## src/rtl/core/itf_pkg.sv

```systemverilog
// Shared types and constants for the IMU tilt fusion block.
// Depends on nothing; used by the channel interfaces, the CORDIC unit and the top level.
package itf_pkg;

   localparam int RAW_W    = 16;
   localparam int CORDIC_W = 28;   // x/y datapath: 17-bit operand scaled by 256 plus gain
   localparam int ZANG_W   = 26;   // angle in 2^-16 degree, covers +-180 plus residue
   localparam int ATAN_W   = 22;
   localparam int TAB_LEN  = 24;
   localparam int IDX_W    = 5;

   // 1962*a > 1760*32768  <=>  a > 29394 ; 1962*a < 245*32768 <=> a <= 4091
   localparam logic signed [RAW_W-1:0] IMPACT_MAX = 16'sd29394;
   localparam logic signed [RAW_W-1:0] FFALL_MAX  = 16'sd4091;

   localparam logic signed [ZANG_W-1:0] HALF_TURN = 26'sd11796480;  // 180 deg

   typedef enum logic [2:0] {
      REG_GYRO_OFFSET_X = 3'd0,
      REG_GYRO_OFFSET_Y = 3'd1,
      REG_GYRO_OFFSET_Z = 3'd2,
      REG_ROLL_OFFSET   = 3'd3,
      REG_PITCH_OFFSET  = 3'd4,
      REG_BLEND_WEIGHT  = 3'd5,
      REG_ANGLE_LIMIT   = 3'd6,
      REG_RATE_LIMIT    = 3'd7
   } reg_index_type;

   typedef enum logic [5:0] {
      ST_IDLE   = 6'b000001,
      ST_CORDIC = 6'b000010,
      ST_MUL    = 6'b000100,
      ST_DIV    = 6'b001000,
      ST_SAT    = 6'b010000,
      ST_DONE   = 6'b100000
   } state_type;

   // atan(2^-i) in 2^-16 degree
   function automatic logic [ATAN_W-1:0] atan_lookup(input logic [IDX_W-1:0] idx);
      logic [ATAN_W-1:0] v;
      case (idx)
         5'd0:  v = 22'd2949120;
         5'd1:  v = 22'd1740967;
         5'd2:  v = 22'd919879;
         5'd3:  v = 22'd466945;
         5'd4:  v = 22'd234379;
         5'd5:  v = 22'd117304;
         5'd6:  v = 22'd58666;
         5'd7:  v = 22'd29335;
         5'd8:  v = 22'd14668;
         5'd9:  v = 22'd7334;
         5'd10: v = 22'd3667;
         5'd11: v = 22'd1833;
         5'd12: v = 22'd917;
         5'd13: v = 22'd458;
         5'd14: v = 22'd229;
         5'd15: v = 22'd115;
         5'd16: v = 22'd57;
         5'd17: v = 22'd29;
         5'd18: v = 22'd14;
         5'd19: v = 22'd7;
         5'd20: v = 22'd4;
         5'd21: v = 22'd2;
         5'd22: v = 22'd1;
         default: v = 22'd0;
      endcase
      return v;
   endfunction

endpackage

```

## src/rtl/core/itf_channels.sv

```systemverilog
// Valid/ready channel interfaces: sample request, fused result, register write.
// Depends on itf_pkg for field widths.
interface itf_req_if;
   import itf_pkg::*;
   logic                    valid;
   logic                    ready;
   logic signed [RAW_W-1:0] accel_x;
   logic signed [RAW_W-1:0] accel_y;
   logic signed [RAW_W-1:0] accel_z;
   logic signed [RAW_W-1:0] rate_x;
   logic signed [RAW_W-1:0] rate_y;
   logic signed [RAW_W-1:0] rate_z;
   logic [RAW_W-1:0]        elapsed_us;
   modport source (output valid, accel_x, accel_y, accel_z, rate_x, rate_y, rate_z,
                   elapsed_us, input ready);
   modport sink (input valid, accel_x, accel_y, accel_z, rate_x, rate_y, rate_z,
                 elapsed_us, output ready);
endinterface

interface itf_rsp_if;
   import itf_pkg::*;
   logic                    valid;
   logic                    ready;
   logic signed [RAW_W-1:0] roll_est;
   logic signed [RAW_W-1:0] pitch_est;
   logic signed [RAW_W-1:0] roll_tilt;
   logic signed [RAW_W-1:0] pitch_tilt;
   logic [4:0]              fault_bits;
   logic                    stopped;
   modport source (output valid, roll_est, pitch_est, roll_tilt, pitch_tilt, fault_bits,
                   stopped, input ready);
   modport sink (input valid, roll_est, pitch_est, roll_tilt, pitch_tilt, fault_bits,
                 stopped, output ready);
endinterface

interface itf_csr_if;
   import itf_pkg::*;
   logic             valid;
   logic             ready;
   logic [2:0]       index;
   logic [RAW_W-1:0] data;
   modport source (output valid, index, data, input ready);
   modport sink (input valid, index, data, output ready);
endinterface

```

## src/rtl/core/imu_tilt_fusion_with_safety_trip_unit.sv

```systemverilog
// Top level of the IMU tilt fusion block: register file, sequencer, shared multiplier,
// reciprocal divide by 125 and safety checks. Depends on itf_pkg, itf_channels, itf_cordic.
//
// Usage: one sample transaction on req_ch (six raw 16-bit axes plus elapsed microseconds)
// yields one result transaction on rsp_ch: fused roll/pitch, accelerometer tilts,
// five fault bits and the sticky stopped flag. csr_ch writes the eight registers at any
// time; it is always ready. Write registers only while no sample is in flight.
// Sequence: two CORDIC passes (roll, then pitch), then per axis the multiplier steps,
// a reciprocal multiply for the divide by 125 and a saturate step, then the result is
// loaded into the output register. req_ch.ready returns high in the same cycle that
// rsp_ch.valid rises; the CORDIC iterations take most of the time spent on one
// sample.
// req_ch.ready is high only while the sequencer is idle, so one sample is worked at a time.
// A finished result sits in the output register until taken; if rsp_ch stalls, the
// next sample is accepted and worked, and its result waits for the register to free.
// Reset (synchronous) clears both fused angles and the stop flag and loads register
// defaults: blend weight 51/256, angle limit 45 degrees, rate limit 19661 counts.
module imu_tilt_fusion_with_safety_trip_unit #(
   parameter int CORDIC_STEPS    = 16,
   parameter int ANGLE_FRAC_BITS = 7
) (
   input  logic      clock,
   input  logic      reset,
   itf_req_if.sink   req_ch,
   itf_rsp_if.source rsp_ch,
   itf_csr_if.sink   csr_ch
);
   import itf_pkg::*;

   localparam int MA_W   = 28;
   localparam int MB_W   = 24;
   localparam int NUM_W  = MA_W + MB_W;
   localparam int SHIFT  = 27 - ANGLE_FRAC_BITS;
   localparam int DIV_W  = NUM_W - SHIFT;
   localparam int TSH    = 16 - ANGLE_FRAC_BITS;
   localparam int RATE_W = RAW_W + 2;
   // floor(m/125) == (m*RECIP) >> RECIP_SH for every m below 2^MAG_W;
   // larger m saturate anyway, so m is clipped to MAG_W bits
   localparam int MAG_W    = 22;
   localparam int Q_W      = 16;
   localparam int RECIP_SH = 29;
   localparam logic signed [MB_W-1:0]   RECIP = 24'sd4294968;
   localparam logic signed [MB_W-1:0]   DEN  = MB_W'(125 * (2 ** (19 - ANGLE_FRAC_BITS)));
   localparam logic signed [NUM_W-1:0]  HALF = NUM_W'(125 * (2 ** (26 - ANGLE_FRAC_BITS)));
   localparam logic signed [ZANG_W-1:0] TRND = ZANG_W'(2 ** (TSH - 1));
   localparam logic signed [RAW_W-1:0]  ANG_MAX = 16'sd32767;

   // configuration registers
   logic signed [RAW_W-1:0] gofs_x_ff, gofs_y_ff, gofs_z_ff, roll_ofs_ff, pitch_ofs_ff;
   logic [8:0]              blend_ff;
   logic [14:0]             angle_lim_ff, rate_lim_ff;

   state_type state_ff;
   logic      axis_ff;
   logic [2:0] mstep_ff;

   logic signed [RAW_W-1:0]  ax_ff, ay_ff, az_ff;
   logic [RAW_W-1:0]         dt_ff;
   logic signed [RATE_W-1:0] rx_ff, ry_ff, rz_ff;
   logic signed [RAW_W-1:0]  roll_acc_ff, pitch_acc_ff, roll_tilt_ff, pitch_tilt_ff;
   logic                     halted_ff;
   logic signed [NUM_W-1:0]  t_ff, u_ff;
   logic [MAG_W-1:0]         mag_ff;
   logic [Q_W-1:0]           quo_ff;
   logic                     neg_ff;

   logic rsp_valid_ff;
   logic signed [RAW_W-1:0] out_roll_ff, out_pitch_ff, out_rtilt_ff, out_ptilt_ff;
   logic [4:0] out_fault_ff;
   logic       out_stop_ff;

   logic accept, cordic_start, cordic_done, load_out;
   logic signed [RAW_W:0]    cx, cy;
   logic signed [ZANG_W-1:0] cang, tshift, traw;
   logic signed [RAW_W-1:0]  tsat;
   logic [8:0]               w, wc;
   logic signed [MA_W-1:0]   ma;
   logic signed [MB_W-1:0]   mb;
   logic signed [NUM_W-1:0]  prod, rsum, n2full;
   logic [DIV_W-1:0]         n2, mag;
   logic [MAG_W-1:0]         mag_clip;
   logic signed [Q_W:0]      qs;
   logic signed [RAW_W-1:0]  qsat;
   logic signed [RAW_W-1:0]  cur_tilt, cur_angle;
   logic signed [RATE_W-1:0] cur_rate;
   logic [4:0]               faults;
   logic                     out_free;
   logic signed [RAW_W:0]    lim_p, lim_n;
   logic signed [RATE_W-1:0] rlim;

   assign accept       = req_ch.valid && req_ch.ready;
   assign req_ch.ready = (state_ff == ST_IDLE);
   assign csr_ch.ready = 1'b1;

   // configuration writes
   always_ff @(posedge clock) begin
      if (reset) begin
         gofs_x_ff    <= '0;
         gofs_y_ff    <= '0;
         gofs_z_ff    <= '0;
         roll_ofs_ff  <= '0;
         pitch_ofs_ff <= '0;
         blend_ff     <= 9'd51;
         angle_lim_ff <= 15'd5760;
         rate_lim_ff  <= 15'd19661;
      end else if (csr_ch.valid) begin
         case (reg_index_type'(csr_ch.index))
            REG_GYRO_OFFSET_X: gofs_x_ff    <= csr_ch.data;
            REG_GYRO_OFFSET_Y: gofs_y_ff    <= csr_ch.data;
            REG_GYRO_OFFSET_Z: gofs_z_ff    <= csr_ch.data;
            REG_ROLL_OFFSET:   roll_ofs_ff  <= csr_ch.data;
            REG_PITCH_OFFSET:  pitch_ofs_ff <= csr_ch.data;
            REG_BLEND_WEIGHT:  blend_ff     <= csr_ch.data[8:0];
            REG_ANGLE_LIMIT:   angle_lim_ff <= csr_ch.data[14:0];
            REG_RATE_LIMIT:    rate_lim_ff  <= csr_ch.data[14:0];
            default: ;
         endcase
      end
   end

   // CORDIC operands: roll uses (ay, -az), pitch uses (ax, -az)
   always_comb begin
      if (accept) begin
         cx = -$signed({req_ch.accel_z[RAW_W-1], req_ch.accel_z});
         cy = $signed({req_ch.accel_y[RAW_W-1], req_ch.accel_y});
      end else begin
         cx = -$signed({az_ff[RAW_W-1], az_ff});
         cy = $signed({ax_ff[RAW_W-1], ax_ff});
      end
      cordic_start = accept || (state_ff == ST_CORDIC && cordic_done && !axis_ff);
   end

   itf_cordic #(.STEPS(CORDIC_STEPS)) u_cordic (
      .clock (clock),
      .reset (reset),
      .start (cordic_start),
      .x_in  (cx),
      .y_in  (cy),
      .done  (cordic_done),
      .angle (cang)
   );

   // tilt: round to the angle unit, remove the offset, saturate
   always_comb begin
      tshift = (cang + TRND) >>> TSH;
      traw   = tshift - ZANG_W'(axis_ff ? pitch_ofs_ff : roll_ofs_ff);
      if (traw > ZANG_W'(ANG_MAX))
         tsat = ANG_MAX;
      else if (traw < -ZANG_W'(ANG_MAX))
         tsat = -ANG_MAX;
      else
         tsat = traw[RAW_W-1:0];
   end

   // shared multiplier
   always_comb begin
      w         = blend_ff[8] ? 9'd256 : blend_ff;
      wc        = 9'd256 - w;
      cur_tilt  = axis_ff ? pitch_tilt_ff : roll_tilt_ff;
      cur_angle = axis_ff ? pitch_acc_ff : roll_acc_ff;
      cur_rate  = axis_ff ? ry_ff : rx_ff;
      case (mstep_ff)
         3'd0: begin
            ma = MA_W'(cur_tilt);
            mb = $signed({{(MB_W-9){1'b0}}, w});
         end
         3'd1: begin
            ma = MA_W'(cur_angle);
            mb = $signed({{(MB_W-9){1'b0}}, wc});
         end
         3'd2: begin
            ma = t_ff[MA_W-1:0];
            mb = DEN;
         end
         3'd3: begin
            ma = MA_W'(cur_rate);
            mb = $signed({{(MB_W-9){1'b0}}, wc});
         end
         3'd4: begin
            ma = u_ff[MA_W-1:0];
            mb = $signed({{(MB_W-RAW_W){1'b0}}, dt_ff});
         end
         3'd6: begin
            ma = $signed({{(MA_W-MAG_W){1'b0}}, mag_ff});
            mb = RECIP;
         end
         default: begin
            ma = '0;
            mb = '0;
         end
      endcase
      prod = ma * mb;
   end

   // rounding and floor division by 125 * 2^SHIFT
   always_comb begin
      rsum     = t_ff + u_ff + HALF;
      n2full   = rsum >>> SHIFT;
      n2       = n2full[DIV_W-1:0];
      mag      = rsum[NUM_W-1] ? (DIV_W'(124) - n2) : n2;
      mag_clip = (|mag[DIV_W-1:MAG_W]) ? {MAG_W{1'b1}} : mag[MAG_W-1:0];
      qs       = neg_ff ? -$signed({1'b0, quo_ff}) : $signed({1'b0, quo_ff});
      if (qs > (Q_W+1)'(ANG_MAX))
         qsat = ANG_MAX;
      else if (qs < -(Q_W+1)'(ANG_MAX))
         qsat = -ANG_MAX;
      else
         qsat = qs[RAW_W-1:0];
   end

   // safety checks on the accelerations, the new angles and the rates
   always_comb begin
      lim_p  = $signed({2'b0, angle_lim_ff});
      lim_n  = -lim_p;
      rlim   = $signed({{(RATE_W-15){1'b0}}, rate_lim_ff});
      faults = '0;
      faults[0] = (ax_ff > IMPACT_MAX) || (ay_ff > IMPACT_MAX) || (az_ff > IMPACT_MAX);
      faults[1] = (ax_ff <= FFALL_MAX) && (ay_ff <= FFALL_MAX) && (az_ff > FFALL_MAX);
      faults[2] = (17'(roll_acc_ff) > lim_p) || (17'(roll_acc_ff) < lim_n);
      faults[3] = (17'(pitch_acc_ff) > lim_p) || (17'(pitch_acc_ff) < lim_n);
      faults[4] = (rx_ff > rlim) || (ry_ff > rlim) || (rz_ff > rlim);
      out_free  = !rsp_valid_ff || rsp_ch.ready;
      load_out  = (state_ff == ST_DONE) && out_free;
   end

   // sequencer
   always_ff @(posedge clock) begin
      if (reset) begin
         state_ff     <= ST_IDLE;
         axis_ff      <= 1'b0;
         mstep_ff     <= '0;
         roll_acc_ff  <= '0;
         pitch_acc_ff <= '0;
         halted_ff    <= 1'b0;
         rsp_valid_ff <= 1'b0;
      end else begin
         if (rsp_ch.ready && !load_out)
            rsp_valid_ff <= 1'b0;
         case (state_ff)
            ST_IDLE: begin
               if (accept) begin
                  axis_ff  <= 1'b0;
                  state_ff <= ST_CORDIC;
               end
            end
            ST_CORDIC: begin
               if (cordic_done) begin
                  if (axis_ff) begin
                     axis_ff  <= 1'b0;
                     mstep_ff <= '0;
                     state_ff <= ST_MUL;
                  end else begin
                     axis_ff <= 1'b1;
                  end
               end
            end
            ST_MUL: begin
               if (mstep_ff == 3'd5)
                  state_ff <= ST_DIV;
               mstep_ff <= mstep_ff + 3'd1;
            end
            ST_DIV: begin
               state_ff <= ST_SAT;
            end
            ST_SAT: begin
               if (axis_ff) begin
                  pitch_acc_ff <= qsat;
                  state_ff     <= ST_DONE;
               end else begin
                  roll_acc_ff <= qsat;
                  axis_ff     <= 1'b1;
                  mstep_ff    <= '0;
                  state_ff    <= ST_MUL;
               end
            end
            ST_DONE: begin
               if (out_free) begin
                  rsp_valid_ff <= 1'b1;
                  halted_ff    <= halted_ff | (faults != '0);
                  state_ff     <= ST_IDLE;
               end
            end
            default: state_ff <= ST_IDLE;
         endcase
      end
   end

   // datapath registers
   always_ff @(posedge clock) begin
      if (accept) begin
         ax_ff <= req_ch.accel_x;
         ay_ff <= req_ch.accel_y;
         az_ff <= req_ch.accel_z;
         dt_ff <= req_ch.elapsed_us;
         rx_ff <= -RATE_W'(req_ch.rate_x) - RATE_W'(gofs_x_ff);
         ry_ff <= RATE_W'(req_ch.rate_y) - RATE_W'(gofs_y_ff);
         rz_ff <= RATE_W'(req_ch.rate_z) - RATE_W'(gofs_z_ff);
      end
      if (state_ff == ST_CORDIC && cordic_done) begin
         if (axis_ff)
            pitch_tilt_ff <= tsat;
         else
            roll_tilt_ff <= tsat;
      end
      if (state_ff == ST_MUL) begin
         case (mstep_ff)
            3'd0: t_ff <= prod;
            3'd1: t_ff <= t_ff + prod;
            3'd2: t_ff <= prod;
            3'd3: u_ff <= prod;
            3'd4: u_ff <= prod;
            3'd5: begin
               neg_ff <= rsum[NUM_W-1];
               mag_ff <= mag_clip;
            end
            default: ;
         endcase
      end
      if (state_ff == ST_DIV)
         quo_ff <= prod[RECIP_SH +: Q_W];
      if (load_out) begin
         out_roll_ff  <= roll_acc_ff;
         out_pitch_ff <= pitch_acc_ff;
         out_rtilt_ff <= roll_tilt_ff;
         out_ptilt_ff <= pitch_tilt_ff;
         out_fault_ff <= faults;
         out_stop_ff  <= halted_ff | (faults != '0);
      end
   end

   assign rsp_ch.valid      = rsp_valid_ff;
   assign rsp_ch.roll_est   = out_roll_ff;
   assign rsp_ch.pitch_est  = out_pitch_ff;
   assign rsp_ch.roll_tilt  = out_rtilt_ff;
   assign rsp_ch.pitch_tilt = out_ptilt_ff;
   assign rsp_ch.fault_bits = out_fault_ff;
   assign rsp_ch.stopped    = out_stop_ff;

endmodule

```

## src/rtl/core/itf_cordic.sv

```systemverilog
// Iterative vectoring CORDIC: atan2(y, x) in 2^-16 degree, one micro-rotation per cycle.
// Depends on itf_pkg (arctangent table, widths).
module itf_cordic #(
   parameter int STEPS = 16
) (
   input  logic                           clock,
   input  logic                           reset,
   input  logic                           start,
   input  logic signed [itf_pkg::RAW_W:0] x_in,
   input  logic signed [itf_pkg::RAW_W:0] y_in,
   output logic                           done,
   output logic signed [itf_pkg::ZANG_W-1:0] angle
);
   import itf_pkg::*;

   localparam int IW = (STEPS > 1) ? $clog2(STEPS) : 1;

   logic signed [CORDIC_W-1:0] x_ff, x_in_v, y_ff, y_in_v;
   logic signed [ZANG_W-1:0]   z_ff, base_ff;
   logic [IW-1:0]              i_ff;
   logic                       busy_ff, done_ff, zero_ff;
   logic signed [RAW_W:0]      xs, ys;
   logic signed [CORDIC_W-1:0] dx, dy;
   logic signed [ZANG_W-1:0]   step_ang;

   always_comb begin
      xs = x_in[RAW_W] ? -x_in : x_in;
      ys = x_in[RAW_W] ? -y_in : y_in;
      x_in_v = $signed({{3{xs[RAW_W]}}, xs, 8'b0});
      y_in_v = $signed({{3{ys[RAW_W]}}, ys, 8'b0});
      dx = y_ff >>> i_ff;
      dy = x_ff >>> i_ff;
      step_ang = $signed({{(ZANG_W-ATAN_W){1'b0}}, atan_lookup(IDX_W'(i_ff))});
   end

   always_ff @(posedge clock) begin
      if (reset) begin
         busy_ff <= 1'b0;
         done_ff <= 1'b0;
      end else begin
         done_ff <= 1'b0;
         if (start) begin
            busy_ff <= 1'b1;
         end else if (busy_ff && i_ff == IW'(STEPS - 1)) begin
            busy_ff <= 1'b0;
            done_ff <= 1'b1;
         end
      end
   end

   always_ff @(posedge clock) begin
      if (start) begin
         x_ff    <= x_in_v;
         y_ff    <= y_in_v;
         z_ff    <= '0;
         i_ff    <= '0;
         zero_ff <= (x_in == '0) && (y_in == '0);
         if (x_in[RAW_W])
            base_ff <= y_in[RAW_W] ? -HALF_TURN : HALF_TURN;
         else
            base_ff <= '0;
      end else if (busy_ff) begin
         if (y_ff > 0) begin
            x_ff <= x_ff + dx;
            y_ff <= y_ff - dy;
            z_ff <= z_ff + step_ang;
         end else begin
            x_ff <= x_ff - dx;
            y_ff <= y_ff + dy;
            z_ff <= z_ff - step_ang;
         end
         i_ff <= i_ff + 1'b1;
      end
   end

   assign done  = done_ff;
   assign angle = zero_ff ? '0 : base_ff + z_ff;

endmodule

```

## src/flat_wrapper.sv

```systemverilog
// flat-port wrapper written by rule: the top's interface ports become plain ports
module imu_tilt_fusion_with_safety_trip_unit_flat import itf_pkg::*;
#(
   parameter int CORDIC_STEPS    = 16,
   parameter int ANGLE_FRAC_BITS = 7
)
  (clock, reset, req_ch_valid, req_ch_accel_x, req_ch_accel_y, req_ch_accel_z, req_ch_rate_x, req_ch_rate_y, req_ch_rate_z, req_ch_elapsed_us, req_ch_ready, rsp_ch_valid, rsp_ch_roll_est, rsp_ch_pitch_est, rsp_ch_roll_tilt, rsp_ch_pitch_tilt, rsp_ch_fault_bits, rsp_ch_stopped, rsp_ch_ready, csr_ch_valid, csr_ch_index, csr_ch_data, csr_ch_ready);
  itf_req_if req_ch_i ();
  itf_rsp_if rsp_ch_i ();
  itf_csr_if csr_ch_i ();
  input  logic clock;
  input  logic reset;
  input wire logic [$bits(req_ch_i.valid)-1:0] req_ch_valid;
  input wire logic [$bits(req_ch_i.accel_x)-1:0] req_ch_accel_x;
  input wire logic [$bits(req_ch_i.accel_y)-1:0] req_ch_accel_y;
  input wire logic [$bits(req_ch_i.accel_z)-1:0] req_ch_accel_z;
  input wire logic [$bits(req_ch_i.rate_x)-1:0] req_ch_rate_x;
  input wire logic [$bits(req_ch_i.rate_y)-1:0] req_ch_rate_y;
  input wire logic [$bits(req_ch_i.rate_z)-1:0] req_ch_rate_z;
  input wire logic [$bits(req_ch_i.elapsed_us)-1:0] req_ch_elapsed_us;
  output wire logic [$bits(req_ch_i.ready)-1:0] req_ch_ready;
  output wire logic [$bits(rsp_ch_i.valid)-1:0] rsp_ch_valid;
  output wire logic [$bits(rsp_ch_i.roll_est)-1:0] rsp_ch_roll_est;
  output wire logic [$bits(rsp_ch_i.pitch_est)-1:0] rsp_ch_pitch_est;
  output wire logic [$bits(rsp_ch_i.roll_tilt)-1:0] rsp_ch_roll_tilt;
  output wire logic [$bits(rsp_ch_i.pitch_tilt)-1:0] rsp_ch_pitch_tilt;
  output wire logic [$bits(rsp_ch_i.fault_bits)-1:0] rsp_ch_fault_bits;
  output wire logic [$bits(rsp_ch_i.stopped)-1:0] rsp_ch_stopped;
  input wire logic [$bits(rsp_ch_i.ready)-1:0] rsp_ch_ready;
  input wire logic [$bits(csr_ch_i.valid)-1:0] csr_ch_valid;
  input wire logic [$bits(csr_ch_i.index)-1:0] csr_ch_index;
  input wire logic [$bits(csr_ch_i.data)-1:0] csr_ch_data;
  output wire logic [$bits(csr_ch_i.ready)-1:0] csr_ch_ready;
  assign req_ch_i.valid = req_ch_valid;
  assign req_ch_i.accel_x = req_ch_accel_x;
  assign req_ch_i.accel_y = req_ch_accel_y;
  assign req_ch_i.accel_z = req_ch_accel_z;
  assign req_ch_i.rate_x = req_ch_rate_x;
  assign req_ch_i.rate_y = req_ch_rate_y;
  assign req_ch_i.rate_z = req_ch_rate_z;
  assign req_ch_i.elapsed_us = req_ch_elapsed_us;
  assign req_ch_ready = req_ch_i.ready;
  assign rsp_ch_valid = rsp_ch_i.valid;
  assign rsp_ch_roll_est = rsp_ch_i.roll_est;
  assign rsp_ch_pitch_est = rsp_ch_i.pitch_est;
  assign rsp_ch_roll_tilt = rsp_ch_i.roll_tilt;
  assign rsp_ch_pitch_tilt = rsp_ch_i.pitch_tilt;
  assign rsp_ch_fault_bits = rsp_ch_i.fault_bits;
  assign rsp_ch_stopped = rsp_ch_i.stopped;
  assign rsp_ch_i.ready = rsp_ch_ready;
  assign csr_ch_i.valid = csr_ch_valid;
  assign csr_ch_i.index = csr_ch_index;
  assign csr_ch_i.data = csr_ch_data;
  assign csr_ch_ready = csr_ch_i.ready;
  imu_tilt_fusion_with_safety_trip_unit #(.CORDIC_STEPS(CORDIC_STEPS), .ANGLE_FRAC_BITS(ANGLE_FRAC_BITS)) u_core (.clock(clock), .reset(reset), .req_ch(req_ch_i), .rsp_ch(rsp_ch_i), .csr_ch(csr_ch_i));
endmodule
```

## config.mk

```make
export PLATFORM = sky130hd
export DESIGN_NAME = imu_tilt_fusion_with_safety_trip_unit_flat
export DESIGN_NICKNAME = d
export VERILOG_FILES = /design/src/rtl/core/itf_pkg.sv /design/src/rtl/core/itf_channels.sv /design/src/rtl/core/imu_tilt_fusion_with_safety_trip_unit.sv /design/src/rtl/core/itf_cordic.sv /design/src/flat_wrapper.sv
export SDC_FILE = /design/constraint.sdc
export NUM_CORES = 2
export LEC_CHECK = 0
export BUFFER_PORTS_ARGS = -buffer_cell sky130_fd_sc_hd__buf_2
export CAP_MARGIN = 20
export CORE_MARGIN = 1
export CORE_UTILIZATION = 35
export DETAILED_ROUTE_END_ITERATION = 8
export PLACE_DENSITY_LB_ADDON = 0.25
export SLEW_MARGIN = 20
export SYNTH_ARGS = -nofsm -noshare
export SYNTH_HDL_FRONTEND = slang
export SYNTH_SLANG_ARGS = --single-unit
```

## constraint.sdc

```tcl
create_clock -name clock -period 14.1 [get_ports clock]
set_input_delay 1.41 -clock clock [delete_from_list [all_inputs] [get_ports clock]]
set_output_delay 1.41 -clock clock [all_outputs]
set_load 0.1 [all_outputs]
```

==> qor.yml <==
cts_buffer_depth: 3
htreeDepth: 3
die_area_um2: 195000
drt-total-wl_um: 228000
rsz0062_at_grt: "false"
synth_async_sr_flop_share_pct: 0
antenna_found_initial: 6
slowest_delay_ps: 860
power_density_nw_per_um2: 174
max_freq_mhz: 76.7
hold_violations: 0
port_buffers: 207
min-delay-start: "u_core.gofs_y_ff[4]"
critPathKind: "reg -> reg"
start_util_pct: 35.4
cts_hold_buf: 0
min_to: "u_core.gofs_y_ff[4]"
synth_cell_types: 87
synth_seq_cells: 638
wire_per_inst_um: 21.9
p_leak_nw: 32.5
slew_headroom_pct: 21.2
clock_latency_ps: 700
synth-xor-area-share_pct: 5.23
reg2reg_to: "u_core.t_ff[51]"
synth_mux_area_share_pct: 3.45
via_per_inst: 5.41
setup_tns_ps: 0
tritoncts: "yes"
cts-root-buf: "clkbuf_16"
finish.utilization_pct: 38.8
drt-initial-drc-count: 4368
synth-compound-area-share_pct: 14.2
period_share_pct: 92.4
synth_edf_count: 405
ys_warn_count: 0
worst-r2r-cell-count: 42
synth_flop_cell: "edfxtp_1"
nets: 9141
grt.total_usage_pct: 23.2
numCtsBuffers: 77
yosys.area_share.adder_pct: 28.7
dieWidth_um: 441
ir_drop_mv: 0.127
cts_sinks: 638
slowest_stage: "nor2_1"
worstPathArrival_ps: 13470
core_region_area_um2: 191000
syn_area_um2: 67600
die_h_um: 441
holdPathStages: 2
clkSlewWorstSetupHoldPaths_ps: 60
ant_nets: 0
area_delta_synth_final_pct: 9.73
reg2reg_from: "u_core.mstep_ff[2]"
grt_pass1_vias: 55400
dpl.hpwl_um: 183000
period_needed_ps: 13030
gr-total-overflow: 0
worst_pin_slew_ps: 1180
rrSetupSlack_ps: 1070
hold_class: "reg -> reg"
fin_skew_ps: 49.3
num_rows: 160
grt_max_degree: 90
synth_area_per_cell_um2: 8.76
required_ps: 14540
syn_inst: 7716
path_max_fanout: 31
maxSlewViolCount: 0
timing.max_cap.violations: 0
cts_setup_buffers: 0
status: "finished clean"
setup_violations: 0
pin_count: 209
vias: 56200
synthSimpleGateAreaFrac_pct: 15.8
critPathLaunchType: "flip-flop"
syn-num-nets: 9053
synth_top_family_by_area: "adder cells"
drive_gt1_share_pct: 7.18
cts-resized-gates: 0
dr.pass1.iters: 6
cp-end-kind: "flip-flop"
route.detailed.drc: 0
seq_area_frac_synth_pct: 24.9
grt_pass1_wl_um: 344000
gp_congestion: 0.984
[cells in the final DEF (no fill, tap or decap), types with 18 or more instances in the layout]
| cell type | instances |
|---|---|
| a211o_1 | 18 |
| a211oi_1 | 74 |
| a21boi_0 | 32 |
| a21o_1 | 117 |
| a21oi_1 | 526 |
| a221oi_1 | 39 |
| a22oi_1 | 32 |
| a31oi_1 | 44 |
| and2_1 | 49 |
| and3_1 | 52 |
| buf_2 | 206 |
| buf_4 | 86 |
| clkbuf_1 | 19 |
| clkbuf_16 | 79 |
| dfxtp_1 | 227 |
| edfxtp_1 | 405 |
| fa_1 | 582 |
| ha_1 | 617 |
| inv_1 | 1100 |
| mux2i_1 | 99 |
| mux4_2 | 51 |
| nand2_1 | 955 |
| nand2b_1 | 56 |
| nand3_1 | 101 |
| nand3b_1 | 38 |
| nand4_1 | 61 |
| nor2_1 | 706 |
| nor2b_1 | 69 |
| nor3_1 | 114 |
| nor4_1 | 41 |
| o211ai_1 | 28 |
| o21a_1 | 59 |
| o21ai_0 | 293 |
| o21bai_1 | 33 |
| o22ai_1 | 30 |
| o31ai_1 | 36 |
| or3_1 | 44 |
| xnor2_1 | 234 |
| xor2_1 | 170 |
[cells by family after synthesis]
logic type               Yosys count
AND/OR/NAND/NOR                 2387
AO/OA/AOI/OAI                   1530
multiplexers                     167
buffers and inverters           1388
adder cells (fa/ha/maj)         1201
flip-flops                       638
other                              1
XOR/XNOR                         404
[cell usage after synthesis (all sizes together), types with 15 or more instances]
cell type  count  area share [%]
a221oi        41            0.53
nand3        101            0.75
o21bai        33            0.37
a21o         117             1.3
xor2         170             2.2
nand2        957             5.3
a21oi        532             3.9
o31ai         37            0.42
nor4          42            0.40
or4           16            0.18
or2           17            0.16
inv         1102             6.1
and2          50            0.46
mux2i         99             1.5
nor3         116            0.87
a211oi        77            0.88
edfxtp       405              18
o22ai         30            0.28
ha           619              11
and4          16            0.21
nand2b        56            0.52
o211ai        28            0.31
clkbuf       235             1.3
a221o         15            0.22
nor2b         72            0.67
buf           49            0.31
mux2          17            0.28
nand4         61            0.56
a31oi         45            0.42
a211o         18            0.23
nand3b        38            0.42
o21a          59            0.66
fa           582              17
o21ai        320             2.4
a22oi         32            0.36
xnor2        234             3.0
dfxtp        233             6.9
a21boi        33            0.37
nor2         717             4.0
mux4          51             1.7
o41ai         16            0.21
and3          52            0.48
or3           44            0.41
[per-stage QoR]
stage	instance area [um2]	setup WS [ps]	std cells	total power [mW]	hold slack, ps
2_1_floorplan	67600	3310	7716	8.85	426
3_3_place_gp	71500	1360	10200	10.7	440
3_5_place_dp	71500	1250	10200	10.7	446
4_1_cts	74200	1250	10400	12.9	454
5_1_grt	74200	327	10400	14.0	469
6_report	74200	1070	10400	12.9	454
[worst max-delay path: cells and delay by family (launching register included)]
kind	cells	cell delay (ps)
buf+inv	7	1090
simple gates	9	2330
xor+xnor	2	380
fa+ha+maj	10	4360
compound gates	13	3990
flops	1	470
mux	1	150
[final cells by class]
class	instances	area (um2)
antenna	3	7.51
clock buffer	104	2120
clock inverter	39	502
fill	19400	117000
inverter	1104	4150
multi-input combinational	5690	45700
sequential	638	16800
tap	2511	3140
timing repair buffer	293	1690
[layer usage]
layer / vias up / GRT usage [%] / wire (um)
met4: 0 / 8.47 / 9010
li1: 26300 / - / -
met1: 27900 / 29.8 / 96000
met2: 1688 / 39.9 / 111000
met3: 360 / 2.68 / 11900
met5: - / 0 / 0
[sequential cells by signal, indices dropped and copies added, names as in the netlist, 17 cells and up]
name and count:
u_core.u_ff 52, u_core.ry_ff 17, u_core.mag_ff 22, u_core.u_cordic.y_ff 28, u_core.u_cordic.step_ang 22, u_core.u_cordic.x_ff 28
u_core.u_cordic.z_ff 26, u_core.rz_ff 17, u_core.rx_ff 18, u_core.t_ff 52
[power breakdown]
| group | switching [mW] | leakage [nW] | total (mW) | internal [mW] |
|---|---|---|---|---|
| Clock | 0.896 | 1.27 | 2.09 | 1.19 |
| Combinational | 4.85 | 25.6 | 8.19 | 3.34 |
| Sequential | 0.237 | 5.58 | 2.66 | 2.43 |
[worst max-delay path by stage]
stage	from	to
2_1_floorplan	u_core.mstep_ff[2]	u_core.t_ff[51]
5_1_grt	u_core.mstep_ff[2]	u_core.t_ff[49]
3_3_place_gp	u_core.mstep_ff[2]	u_core.t_ff[51]
4_1_cts	u_core.mstep_ff[2]	u_core.t_ff[51]
6_report	u_core.mstep_ff[2]	u_core.t_ff[51]
3_5_place_dp	u_core.mstep_ff[2]	u_core.t_ff[51]
Note: power is estimated with default switching activity, not from simulation.
